File: config.mk
export PLATFORM = sky130hd
export DESIGN_NAME = rotary_encoder_and_button_qualifier
export DESIGN_NICKNAME = d
export VERILOG_FILES = /design/src/sv/rot_qual_pkg.sv /design/src/sv/rotary_encoder_and_button_qualifier.sv /design/src/sv/rot_qual_core.sv /design/src/sv/rot_qual_fifo.sv
export SDC_FILE = /design/constraint.sdc
export NUM_CORES = 1
export LEC_CHECK = 0
export BUFFER_PORTS_ARGS = -buffer_cell sky130_fd_sc_hd__buf_2
export CORE_ASPECT_RATIO = 1.25
export CORE_UTILIZATION = 45
export DETAILED_ROUTE_END_ITERATION = 8
export HOLD_SLACK_MARGIN = 0.05
export PLACE_DENSITY = 0.68
export SLEW_MARGIN = 30
export SYNTH_ARGS = -nofsm -noshare
export SYNTH_HDL_FRONTEND = slang
export SYNTH_SLANG_ARGS = --single-unit
File: constraint.sdc
create_clock -name clk_i -period 10.1 [get_ports clk_i]
set_input_delay 1.515 -clock clk_i [delete_from_list [all_inputs] [get_ports clk_i]]
set_output_delay 1.515 -clock clk_i [all_outputs]
set_load 0.01 [all_outputs]
File: src/sv/rot_qual_pkg.sv
// Package for the rotary encoder and button qualifier.
// Holds the item and result types, event codes, register indexes and the step table.
// No dependencies.
`timescale 1ns / 1ps

package rot_qual_pkg;

  // Configuration register indexes
  localparam logic [1:0] CFG_ACTIVE_LEVEL  = 2'd0;
  localparam logic [1:0] CFG_DEBOUNCE_MS   = 2'd1;
  localparam logic [1:0] CFG_LONG_PRESS_MS = 2'd2;

  // Microseconds as held by the precomputed thresholds (65535 ms fits in 26 bits)
  localparam int unsigned US_BITS = 26;

  // Reset values of the registers
  localparam logic [15:0] DEBOUNCE_MS_RST   = 16'd5;
  localparam logic [15:0] LONG_PRESS_MS_RST = 16'd1000;

  // Input edge source
  typedef enum logic {
    OP_ENCODER = 1'b0,
    OP_SWITCH  = 1'b1
  } op_e;

  // Result event codes
  typedef enum logic [2:0] {
    EV_CW       = 3'd0,
    EV_CCW      = 3'd1,
    EV_SHORT    = 3'd2,
    EV_LONG     = 3'd3,
    EV_RELEASED = 3'd4
  } event_e;

  // Step direction from the quadrature transition table
  typedef enum logic [1:0] {
    DIR_NONE = 2'd0,
    DIR_CW   = 2'd1,
    DIR_CCW  = 2'd2
  } dir_e;

  // One input edge as held in the input register
  typedef struct packed {
    op_e         op;
    logic [63:0] time_us;
    logic        level_a;
    logic        level_b;
    logic        level_switch;
  } item_t;

  // One result beat
  typedef struct packed {
    event_e code;
    logic   pressed_now;
    logic   last_of_run;
  } result_t;

  // Results produced by one item, handed to the output queue
  typedef struct packed {
    logic [1:0] count;
    result_t    r0;
    result_t    r1;
  } push_t;

  // Quadrature transition table, indexed by previous and current A/B levels.
  function automatic dir_e step_dir(input logic [1:0] prev_ab, input logic [1:0] cur_ab);
    dir_e d;
    unique case ({prev_ab, cur_ab})
      4'b0001, 4'b0111, 4'b1000, 4'b1110: d = DIR_CW;
      4'b0010, 4'b0100, 4'b1011, 4'b1101: d = DIR_CCW;
      default:                            d = DIR_NONE;
    endcase
    return d;
  endfunction

  // Milliseconds to microseconds: v*1000 = v*1024 - v*16 - v*8.
  function automatic logic [US_BITS-1:0] ms_to_us(input logic [15:0] ms);
    logic [US_BITS-1:0] w;
    w = {{(US_BITS-16){1'b0}}, ms};
    return (w << 10) - (w << 4) - (w << 3);
  endfunction

endpackage

File: src/sv/rotary_encoder_and_button_qualifier.sv
// Top level of the rotary encoder and button qualifier.
// Depends on rot_qual_pkg, rot_qual_core and rot_qual_fifo.
`timescale 1ns / 1ps

// Takes one time-stamped pin edge per beat and gives encoder step and switch press
// events. An edge beat is registered and decided once the result queue has room,
// one edge per cycle while it has room; an encoder step gives one result beat and
// a switch release gives one or two, so a release takes an extra output beat. The
// four-entry result queue accepts an edge only while it has room for two results.
// Debounce and long-press thresholds are kept in microseconds, computed when the
// registers are written.

module rotary_encoder_and_button_qualifier #(
  parameter int unsigned TIME_BITS = 64
) (
  input  logic        clk_i,
  input  logic        rst_ni,
  // Configuration write channel
  input  logic        cfg_valid_i,
  output logic        cfg_ready_o,
  input  logic [1:0]  cfg_index_i,
  input  logic [15:0] cfg_data_i,
  // Edge stream
  input  logic        s_axis_tvalid,
  output logic        s_axis_tready,
  input  logic [71:0] s_axis_tdata,  // time_us[63:0], level_a, level_b, level_switch, 5'b0
  input  logic        s_axis_tuser,  // operation
  // Result stream
  output logic        m_axis_tvalid,
  input  logic        m_axis_tready,
  output logic [7:0]  m_axis_tdata,  // event_code[2:0], pressed_now, 4'b0
  output logic        m_axis_tlast   // last_of_run
);

  rot_qual_pkg::item_t   item_q;
  logic                  item_valid_q;
  logic                  room;
  logic                  fire;
  rot_qual_pkg::push_t   push;
  rot_qual_pkg::result_t head;

  assign cfg_ready_o   = 1'b1;
  assign fire          = item_valid_q && room;
  assign s_axis_tready = !item_valid_q || fire;

  // Input register
  always_ff @(posedge clk_i or negedge rst_ni) begin
    if (!rst_ni) begin
      item_valid_q <= 1'b0;
    end else if (s_axis_tvalid && s_axis_tready) begin
      item_valid_q <= 1'b1;
    end else if (fire) begin
      item_valid_q <= 1'b0;
    end
  end

  always_ff @(posedge clk_i) begin
    if (s_axis_tvalid && s_axis_tready) begin
      item_q.op           <= rot_qual_pkg::op_e'(s_axis_tuser);
      item_q.time_us      <= s_axis_tdata[63:0];
      item_q.level_a      <= s_axis_tdata[64];
      item_q.level_b      <= s_axis_tdata[65];
      item_q.level_switch <= s_axis_tdata[66];
    end
  end

  rot_qual_core #(
    .TIME_BITS(TIME_BITS)
  ) u_core (
    .clk_i      (clk_i),
    .rst_ni     (rst_ni),
    .cfg_we_i   (cfg_valid_i),
    .cfg_index_i(cfg_index_i),
    .cfg_data_i (cfg_data_i),
    .fire_i     (fire),
    .item_i     (item_q),
    .push_o     (push)
  );

  rot_qual_fifo u_fifo (
    .clk_i  (clk_i),
    .rst_ni (rst_ni),
    .push_i (push),
    .room_o (room),
    .valid_o(m_axis_tvalid),
    .ready_i(m_axis_tready),
    .data_o (head)
  );

  // Output beat packing
  assign m_axis_tdata = {4'b0000, head.pressed_now, head.code};
  assign m_axis_tlast = head.last_of_run;

endmodule

File: src/sv/rot_qual_core.sv
// Processing stage: configuration registers, qualifier state and per-item decision logic.
// Depends on rot_qual_pkg.
`timescale 1ns / 1ps

module rot_qual_core #(
  parameter int unsigned TIME_BITS = 64
) (
  input  logic                   clk_i,
  input  logic                   rst_ni,
  input  logic                   cfg_we_i,
  input  logic [1:0]             cfg_index_i,
  input  logic [15:0]            cfg_data_i,
  input  logic                   fire_i,
  input  rot_qual_pkg::item_t    item_i,
  output rot_qual_pkg::push_t    push_o
);

  localparam int unsigned UB = rot_qual_pkg::US_BITS;

  // Configuration, thresholds kept in microseconds
  logic          active_q;
  logic [UB-1:0] deb_us_q;
  logic [UB-1:0] long_us_q;

  // Qualifier state
  logic [1:0]           prev_ab_q, prev_ab_d;
  logic [TIME_BITS-1:0] acc_time_q, acc_time_d;
  logic                 held_q, held_d;
  logic                 prev_sw_q, prev_sw_d;
  logic [TIME_BITS-1:0] start_q, start_d;

  logic [TIME_BITS-1:0] now;
  logic [TIME_BITS-1:0] since;
  logic [TIME_BITS-1:0] dur;
  logic                 bounced;
  logic                 is_long;
  logic                 is_short;
  logic [1:0]           cur_ab;
  rot_qual_pkg::dir_e   dir;

  assign now    = item_i.time_us[TIME_BITS-1:0];
  assign since  = now - acc_time_q;
  assign dur    = now - start_q;
  assign cur_ab = {item_i.level_a, item_i.level_b};
  assign dir    = rot_qual_pkg::step_dir(prev_ab_q, cur_ab);

  assign bounced  = since < {{(TIME_BITS-UB){1'b0}}, deb_us_q};
  // floor(dur/1000) >= n is the same as dur >= n*1000
  assign is_long  = dur >= {{(TIME_BITS-UB){1'b0}}, long_us_q};
  assign is_short = dur >= {{(TIME_BITS-UB){1'b0}}, deb_us_q};

  // Decision for the item in the input register
  always_comb begin
    prev_ab_d  = prev_ab_q;
    acc_time_d = acc_time_q;
    held_d     = held_q;
    prev_sw_d  = prev_sw_q;
    start_d    = start_q;
    push_o     = '0;
    push_o.r0  = '{code: rot_qual_pkg::EV_CW, pressed_now: held_q, last_of_run: 1'b1};
    push_o.r1  = '{code: rot_qual_pkg::EV_RELEASED, pressed_now: 1'b0, last_of_run: 1'b1};
    if (fire_i && !bounced) begin
      if (item_i.op == rot_qual_pkg::OP_ENCODER) begin
        if (dir != rot_qual_pkg::DIR_NONE) begin
          prev_ab_d       = cur_ab;
          acc_time_d      = now;
          push_o.count    = 2'd1;
          push_o.r0.code  = (dir == rot_qual_pkg::DIR_CW) ? rot_qual_pkg::EV_CW
                                                          : rot_qual_pkg::EV_CCW;
        end
      end else if (item_i.level_switch != prev_sw_q) begin
        prev_sw_d  = item_i.level_switch;
        acc_time_d = now;
        if (item_i.level_switch == active_q) begin
          held_d  = 1'b1;
          start_d = now;
        end else begin
          // Release: optional press result, then the released result
          held_d                = 1'b0;
          push_o.r0.pressed_now = 1'b0;
          if (is_long || is_short) begin
            push_o.count          = 2'd2;
            push_o.r0.code        = is_long ? rot_qual_pkg::EV_LONG : rot_qual_pkg::EV_SHORT;
            push_o.r0.last_of_run = 1'b0;
          end else begin
            push_o.count   = 2'd1;
            push_o.r0.code = rot_qual_pkg::EV_RELEASED;
          end
        end
      end
    end
  end

  // Configuration registers
  always_ff @(posedge clk_i or negedge rst_ni) begin
    if (!rst_ni) begin
      active_q  <= 1'b0;
      deb_us_q  <= rot_qual_pkg::ms_to_us(rot_qual_pkg::DEBOUNCE_MS_RST);
      long_us_q <= rot_qual_pkg::ms_to_us(rot_qual_pkg::LONG_PRESS_MS_RST);
    end else if (cfg_we_i) begin
      if (cfg_index_i == rot_qual_pkg::CFG_ACTIVE_LEVEL) begin
        active_q <= cfg_data_i[0];
      end
      if (cfg_index_i == rot_qual_pkg::CFG_DEBOUNCE_MS) begin
        deb_us_q <= rot_qual_pkg::ms_to_us(cfg_data_i);
      end
      if (cfg_index_i == rot_qual_pkg::CFG_LONG_PRESS_MS) begin
        long_us_q <= rot_qual_pkg::ms_to_us(cfg_data_i);
      end
    end
  end

  // Qualifier state; an active level write reloads the previous switch level
  always_ff @(posedge clk_i or negedge rst_ni) begin
    if (!rst_ni) begin
      prev_ab_q  <= 2'd0;
      acc_time_q <= '0;
      held_q     <= 1'b0;
      prev_sw_q  <= 1'b1;
      start_q    <= '0;
    end else begin
      prev_ab_q  <= prev_ab_d;
      acc_time_q <= acc_time_d;
      held_q     <= held_d;
      start_q    <= start_d;
      if (cfg_we_i && cfg_index_i == rot_qual_pkg::CFG_ACTIVE_LEVEL) begin
        prev_sw_q <= ~cfg_data_i[0];
      end else begin
        prev_sw_q <= prev_sw_d;
      end
    end
  end

endmodule

File: src/sv/rot_qual_fifo.sv
// Result queue: takes up to two results per cycle, gives one beat per cycle when ready.
// Depends on rot_qual_pkg.
`timescale 1ns / 1ps

module rot_qual_fifo (
  input  logic                  clk_i,
  input  logic                  rst_ni,
  input  rot_qual_pkg::push_t   push_i,
  output logic                  room_o,
  output logic                  valid_o,
  input  logic                  ready_i,
  output rot_qual_pkg::result_t data_o
);

  rot_qual_pkg::result_t mem_q [4];
  logic [1:0] wr_ptr_q, rd_ptr_q;
  logic [2:0] count_q;
  logic       pop;
  logic [1:0] wr_ptr_next;

  assign valid_o     = count_q != 3'd0;
  assign data_o      = mem_q[rd_ptr_q];
  assign pop         = valid_o && ready_i;
  // Room for two results, judged on the registered fill level only
  assign room_o      = count_q < 3'd3;
  assign wr_ptr_next = wr_ptr_q + 2'd1;

  // Storage
  always_ff @(posedge clk_i) begin
    if (push_i.count != 2'd0) begin
      mem_q[wr_ptr_q] <= push_i.r0;
    end
    if (push_i.count == 2'd2) begin
      mem_q[wr_ptr_next] <= push_i.r1;
    end
  end

  // Pointers and fill level
  always_ff @(posedge clk_i or negedge rst_ni) begin
    if (!rst_ni) begin
      wr_ptr_q <= 2'd0;
      rd_ptr_q <= 2'd0;
      count_q  <= 3'd0;
    end else begin
      wr_ptr_q <= wr_ptr_q + push_i.count;
      if (pop) begin
        rd_ptr_q <= rd_ptr_q + 2'd1;
      end
      count_q <= count_q + {1'b0, push_i.count} - {2'b00, pop};
    end
  end

endmodule
==> flow_summary_export.csv, run 1 <==
group,metric,value,unit
placed_design,dp_cells,3165,
cells_and_area,final_net_count,2879,
logic_synthesis,synth_edf_count,68,
worst_hold_path,hold_depth,2,
floorplan,chipWidth,202,microns
placed_design,dp_hpwl,51800,microns
power,vdd_drop_max,0.178,mV
logic_synthesis,synthArstFlopShare,68.0,%
logic_synthesis,ys_seq_elements,275,
floorplan,die_area,50900,sq um
power,p_per_area,394,nW/um^2
cells_and_area,n_antenna_cell,0,
logic_synthesis,synth_cell_types,93,
sta,min_period,8450,ps
worst_hold_path,hp-start,"u_fifo.mem_q[2][3]",
floorplan,die_y,252,microns
flow_run,drv_cap,0,
logic_synthesis,synthesis.instances,2514,
sta,fin_tns_setup,0,ps
cts,clk_pin_slew_worst_paths,60,ps
cts,clk_latency,600,ps
worst_setup_path,worstRegToRegCells,23,
floorplan,start_util,45.6,%
worst_setup_path,crit_path_end_kind,"flop",
routing,drt_pass1_iterations,6,
worst_setup_path,rr_endpoint,"u_core.start_q[23]",
sta,slew_violations,0,
floorplan,rows,91,
logic_synthesis,ys_seq_area_share,31.7,%
sta,rsz0062_at_grt,"false",
grt,grt_pass1_vias,19066,
cts,cts_buffers,30,
routing,num_vias,19009,
cts,hold_buffers,0,
cells_and_area,drive_gt1_share,13.3,%
placed_design,port-buffer-count,97,
logic_synthesis,synth_largest_area_cell,"dfrtp_1",
sta,finalSetupViolations,0,
routing,routed_wl,64800,microns
logic_synthesis,yosysWarningCount,0,
logic_synthesis,syn_area,22500,sq um
routing,remaining_drc_errors,0,
grt,groute.usage.overall,25.4,%
cts,ctsResizeCount,0,
cts,cts-root-buf,"clkbuf_16",
routing,viasPerCell,5.90,
sta,relSlewSlack,34.0,%
sta,hold_ws,445,ps
cells_and_area,layoutNonFillerInstCount,3221,
power,finalPower,9.59,mW
worst_setup_path,worstPathArrival,8920,ps
cts,cts_tree,"done",
logic_synthesis,syn_area_per_cell,8.95,sq um
logic_synthesis,synthFlopType,"dfrtp_1",
routing,ant_nets,0,
worst_setup_path,start_kind,"flop",
floorplan,io_pins,108,
worst_setup_path,critPathKind,"reg -> reg",
floorplan,coreArea,49300,sq um
power,p_leak,10.9,nW
sta,finalHoldViolCount,0,
routing,first_iter_violations,1079,
worst_hold_path,worstHoldPathType,"reg -> reg",
grt,antenna_found_initial,0,
worst_setup_path,reg2reg_from,"item_q[7]",
worst_setup_path,crit_required,10570,ps
cts,cts.sinks,275,
grt,grt_pass1_wl,103000,microns
worst_setup_path,path_max_fanout,29,
cts,cts.path.max_buffers,3,
cts,cts_setup_buffers,0,
logic_synthesis,ys_top_cells_by_area,"dfrtp_1 19%, ha_1 13%, edfxtp_1 9.1%, a21oi_1 4.7%, mux2_2 4.2%",
grt,grt_max_degree,92,
cells_and_area,area_growth,8.21,%
placed_design,place_congestion,0.982,
cts,htreeDepth,1,
routing,wl_per_cell,20.1,microns
outcome,status,"finished clean",
grt,gr-total-overflow,0,
sta,timing.fmax,118,MHz
sta,worstMarginPinSlew,964,ps
sta,clock_skew,19.2,ps
worst_hold_path,whs_endpoint,"u_fifo.mem_q[2][3]",
sta,min_period_over_period,83.6,%
logic_synthesis,yosysTopAreaCellShare,19.4,%
worst_setup_path,r2r_slack,1650,ps
==> cells in the final DEF (no fill, tap or decap), types with 25 or more instances in the layout <==
| master | n |
|---|---|
| a21o_1 | 53 |
| xor2_1 | 44 |
| mux2_4 | 50 |
| edfxtp_1 | 68 |
| ha_1 | 226 |
| mux2_2 | 84 |
| nand3_1 | 42 |
| dfrtp_1 | 174 |
| clkbuf_16 | 32 |
| nor3_1 | 38 |
| nand2_1 | 226 |
| nand2b_1 | 25 |
| inv_1 | 249 |
| buf_2 | 96 |
| a211oi_1 | 33 |
| nor2_1 | 119 |
| a21oi_1 | 210 |
| o21ai_0 | 176 |
| o21a_1 | 40 |
| xnor2_1 | 69 |
| nand4_1 | 79 |
==> per-stage QoR <==
| stage | util [%] | setup slack (ps) | cell area [sq um] |
|---|---|---|---|
| floorplan | - | 4000 | 22500 |
| global placement | 47.3 | 2040 | 23300 |
| detailed placement | 47.4 | 1830 | 23300 |
| CTS | 49.4 | 1770 | 24300 |
| global route | 49.4 | 1480 | 24300 |
| finish | 49.4 | 1650 | 24300 |
==> cells in the mapped netlist, types with 20 or more instances <==
| cell type | count |
|---|---|
| a21oi_1 | 210 |
| xor2_1 | 44 |
| nand4_1 | 79 |
| or3_1 | 21 |
| ha_1 | 226 |
| nand3_1 | 42 |
| o21a_1 | 40 |
| xnor2_1 | 69 |
| o21bai_1 | 23 |
| nor2b_1 | 20 |
| mux2_2 | 84 |
| a211oi_1 | 34 |
| a31oi_1 | 23 |
| nand2_1 | 226 |
| dfxtp_1 | 20 |
| o211ai_1 | 23 |
| nor3_1 | 38 |
| mux2_4 | 50 |
| inv_1 | 249 |
| o21ai_0 | 176 |
| edfxtp_1 | 68 |
| nand2b_1 | 25 |
| clkbuf_1 | 85 |
| dfrtp_1 | 174 |
| a21o_1 | 53 |
| nor2_1 | 119 |
==> routing by layer <==
metal | wire length, microns | track usage (%) | up-vias
met5 | 0 | 0 | -
met4 | 3260 | 12.2 | 0
met3 | 2630 | 2.09 | 151
met2 | 32400 | 45.6 | 510
met1 | 26500 | 30.5 | 9210
li1 | - | - | 9138
==> worst max path at each step <==
stage                          from                  to  slack (ps)  cells after the start
after floorplan           item_q[7]   u_fifo.count_q[2]        4000                     26
after global placement    item_q[7]   u_fifo.count_q[2]        2040                     24
after detailed placement  item_q[7]   u_fifo.count_q[2]        1830                     24
after CTS                 item_q[7]   u_fifo.count_q[2]        1770                     24
after global routing      item_q[7]   u_fifo.count_q[2]        1480                     24
final                     item_q[7]  u_core.start_q[23]        1650                     23
==> cell type report <==
| cell class | instances | area, sq um |
|---|---|---|
| sequential | 275 | 7140 |
| clock inverter | 8 | 55.1 |
| timing repair buffer | 107 | 582 |
| tap | 651 | 815 |
| multi-input combinational | 1883 | 13900 |
| fill | 4690 | 25000 |
| inverter | 249 | 935 |
| clock buffer | 48 | 931 |
==> power by group <==
part	leakage, nW	switching (mW)	internal, mW
Combinational	7.33	3.97	2.59
Clock	0.481	0.464	0.631
Sequential	3.04	0.310	1.62
Total	10.9	4.75	4.84
==> flip-flops by register name, summed over array words and instances, names as in the netlist, 3 cells and up <==
| signal | flops |
|---|---|
| item_q | 68 |
| u_core.start_q | 64 |
| u_core.acc_time_q | 64 |
| u_fifo.mem_q | 20 |
| u_fifo.count_q | 3 |
| u_core.long_us_q | 23 |
| u_core.deb_us_q | 23 |
==> logic make-up after synthesis <==
logic type      count (synthesis)  share of synthesized area (%)
compound gates                700                           19.7
flops                         275                           31.7
buf+inv                       359                           6.69
fa+ha+maj                     237                           13.5
mux                           159                           8.96
other cells                     2                         0.0334
xor+xnor                      113                           4.40
simple gates                  669                           14.9
==> worst max-delay path, cell delays in order, from the launching register on <==
cell	delay, ps
edfxtp_1	470
ha_1	420
a21o_1	210
a21o_1	210
a41o_1	340
o211ai_1	600
o21ai_0	560
a31oi_1	380
xnor2_1	200
ha_1	300
a21oi_1	140
o21ai_0	110
a31o_2	260
nor4_1	320
nand4_1	120
or4_1	480
nor4_1	280
nand4_1	250
nor4_1	690
nand4_4	320
and2_1	360
nand3_4	320
buf_4	520
mux2_4	350
(Power assumes the default switching activity.)
==> run 2, diff against run 1 <==
==> constraint.sdc (replaced) <==
create_clock -name clk_i -period 8.6 [get_ports clk_i]
set_input_delay 1.29 -clock clk_i [delete_from_list [all_inputs] [get_ports clk_i]]
set_output_delay 1.29 -clock clk_i [all_outputs]
set_load 0.01 [all_outputs]
==> run 2 against run 1 <==
Utilization up 0.19 points. Critical path depth rose by 1. Critical path type unchanged. Largest cell class unchanged. Clock skew grew 3.8 ps. Worst setup slack worse by 1100 ps. Combinational power rose by 18%. Hold slack improved by 9.5 ps. First-iteration DRC count increased by 1.9%. Total power grew 19%. Sequential share of layout area decreased by 0.11 points. Non-clock buffer count up 3. Via count decreased by 0.50%. Sequential cell count stayed put.
==> flow_summary_export.csv, run 2 (synthesized netlist as in run 1, its figures left out) <==
group,metric,value,unit
outcome,status,"finished clean",
placed_design,dp_hpwl,52500,microns
sta,finalSetupViolations,0,
sta,worstMarginPinSlew,1020,ps
routing,first_iter_violations,1099,
cells_and_area,largest_reg_flops,68,
cells_and_area,reg_top3,"item_q: 68 flops, u_core.acc_time_q: 64 flops, u_core.start_q: 64 flops",
cells_and_area,final_cell_mix,"249 x inv_1, 226 x nand2_1, 226 x ha_1, 210 x a21oi_1, 176 x o21ai_0",
placed_design,place_congestion,0.959,
cts,hold_buffers,0,
cts,cts-root-buf,"clkbuf_16",
cells_and_area,n_antenna_cell,0,
grt,gr-total-overflow,0,
cells_and_area,num-fill-cells,4682,
cts,ctsResizeCount,0,
grt,grt_pass1_vias,19075,
cells_and_area,final_common_cell,"inv_1",
routing,remaining_drc_errors,0,
worst_setup_path,crit_path_max_incr_delay,690,ps
floorplan,rows,91,
placed_design,port-buffer-count,97,
sta,min_period_over_period,93.0,%
worst_setup_path,start_kind,"flop",
cts,cts.path.max_buffers,3,
power,p_per_area,465,nW/um^2
sta,rsz0062_at_grt,"false",
grt,groute.usage.overall,26.2,%
cells_and_area,final_net_count,2883,
sta,slew_violations,0,
floorplan,coreArea,49300,sq um
cells_and_area,ff_latch_area,7140,sq um
worst_setup_path,cp_top_family,"compound AO/OA/AOI/OAI gates",
worst_setup_path,path_max_fanout,10,
routing,wl_per_cell,20.5,microns
cts,htreeDepth,1,
worst_setup_path,worst-path-buf-inv,0,
worst_setup_path,crit_required,9130,ps
cells_and_area,area_growth,8.63,%
flow_run,drv_cap,0,
grt,grt_max_degree,142,
cts,cts_buffers,31,
floorplan,start_util,45.6,%
worst_setup_path,crit_path_end_kind,"flop",
sta,relSlewSlack,31.0,%
floorplan,die_area,50900,sq um
cells_and_area,largest-register,"item_q",
sta,timing.fmax,125,MHz
floorplan,chipWidth,202,microns
worst_setup_path,slowest_stage,"nor4_1",
cts,cts.sinks,275,
grt,antenna_found_initial,0,
cts,clk_latency,610,ps
cells_and_area,drive_gt1_share,13.5,%
sta,finalHoldViolCount,0,
worst_setup_path,worstPathArrival,8530,ps
power,finalPower,11.4,mW
routing,routed_wl,66100,microns
worst_setup_path,cp_cell_sequence,"ha_1, a21o_1, a21o_1, a41o_1, o211ai_1, o21ai_0, a31oi_1, xnor2_1, ha_1, a21oi_1, o21ai_0, a31o_2, nor4_1, nand4_1, or4_1, nor4_1, nand4_1, nor4_1, nand4_4, or4b_1, ha_1, fa_1, xor2_1, xnor2_1",
routing,ant_nets,0,
floorplan,die_y,252,microns
worst_setup_path,critPathKind,"reg -> reg",
worst_hold_path,worstHoldPathType,"reg -> reg",
routing,num_vias,18914,
routing,drt_pass1_iterations,5,
grt,grt_pass1_wl,105000,microns
sta,clock_skew,23.0,ps
power,vdd_drop_max,0.181,mV
cts,cts_tree,"done",
sta,fin_tns_setup,0,ps
cts,clk_pin_slew_worst_paths,60,ps
power,p_leak,10.9,nW
floorplan,io_pins,108,
sta,hold_ws,455,ps
cells_and_area,multi_input_area,13900,sq um
sta,min_period,8000,ps
cts,cts_setup_buffers,0,
routing,viasPerCell,5.86,
run 2: per-stage QoR:
step	instances	setup WS (ps)	util [%]	area (sq um)
6_report	3226	600	49.6	24400
5_1_grt	3226	256	49.6	24400
4_1_cts	3226	644	49.6	24400
3_5_place_dp	3168	705	47.5	23400
3_3_place_gp	3168	881	47.4	23400
2_1_floorplan	2517	2500	-	22500
run 2: where the power goes:
part	switching, mW	leakage [nW]	internal, mW
combinational	4.70	7.36	3.06
clock	0.570	0.507	0.779
sequential	0.363	3.04	1.90
total	5.63	10.9	5.74
run 2: path summary, 6_finish.rpt:
kind,slack (ps),cells past startpoint,to,startpoint
max in group asynchronous,6800,2,item_valid_q,rst_ni
min,450,2,u_fifo.mem_q[2][1],u_fifo.mem_q[2][1]
max,600,24,u_fifo.count_q[2],item_q[7]
min reg2reg,450,2,u_fifo.mem_q[2][1],u_fifo.mem_q[2][1]
max reg2reg,600,24,u_fifo.count_q[2],item_q[7]
min in group asynchronous,630,1,u_core.acc_time_q[31],rst_ni
run 2: routing by layer:
metal  GRT usage [%]  vias to the layer above  part of all wire [%]
met1            30.9                     9125                    40
met5               0                        -                     0
met3            2.73                      149                   4.2
li1                -                     9153                     -
met2            46.7                      487                    50
met4            13.4                        0                   5.5
run 2: layout make-up:
cell class / instances / area share [%]
clock inverters: 16 / 0.650
well taps: 651 / 3.33
multi-input cells: 1883 / 56.8
repair buffers: 110 / 2.59
flip-flops and latches: 275 / 29.2
inverters: 249 / 3.83
clock buffers: 42 / 3.59
run 2: worst min-delay path: cells and delay by family (launching register included):
family	cells	cell delay, ps
AOI/OAI and AO/OA	1	50
DFF	1	310
and+or+nand+nor	1	50
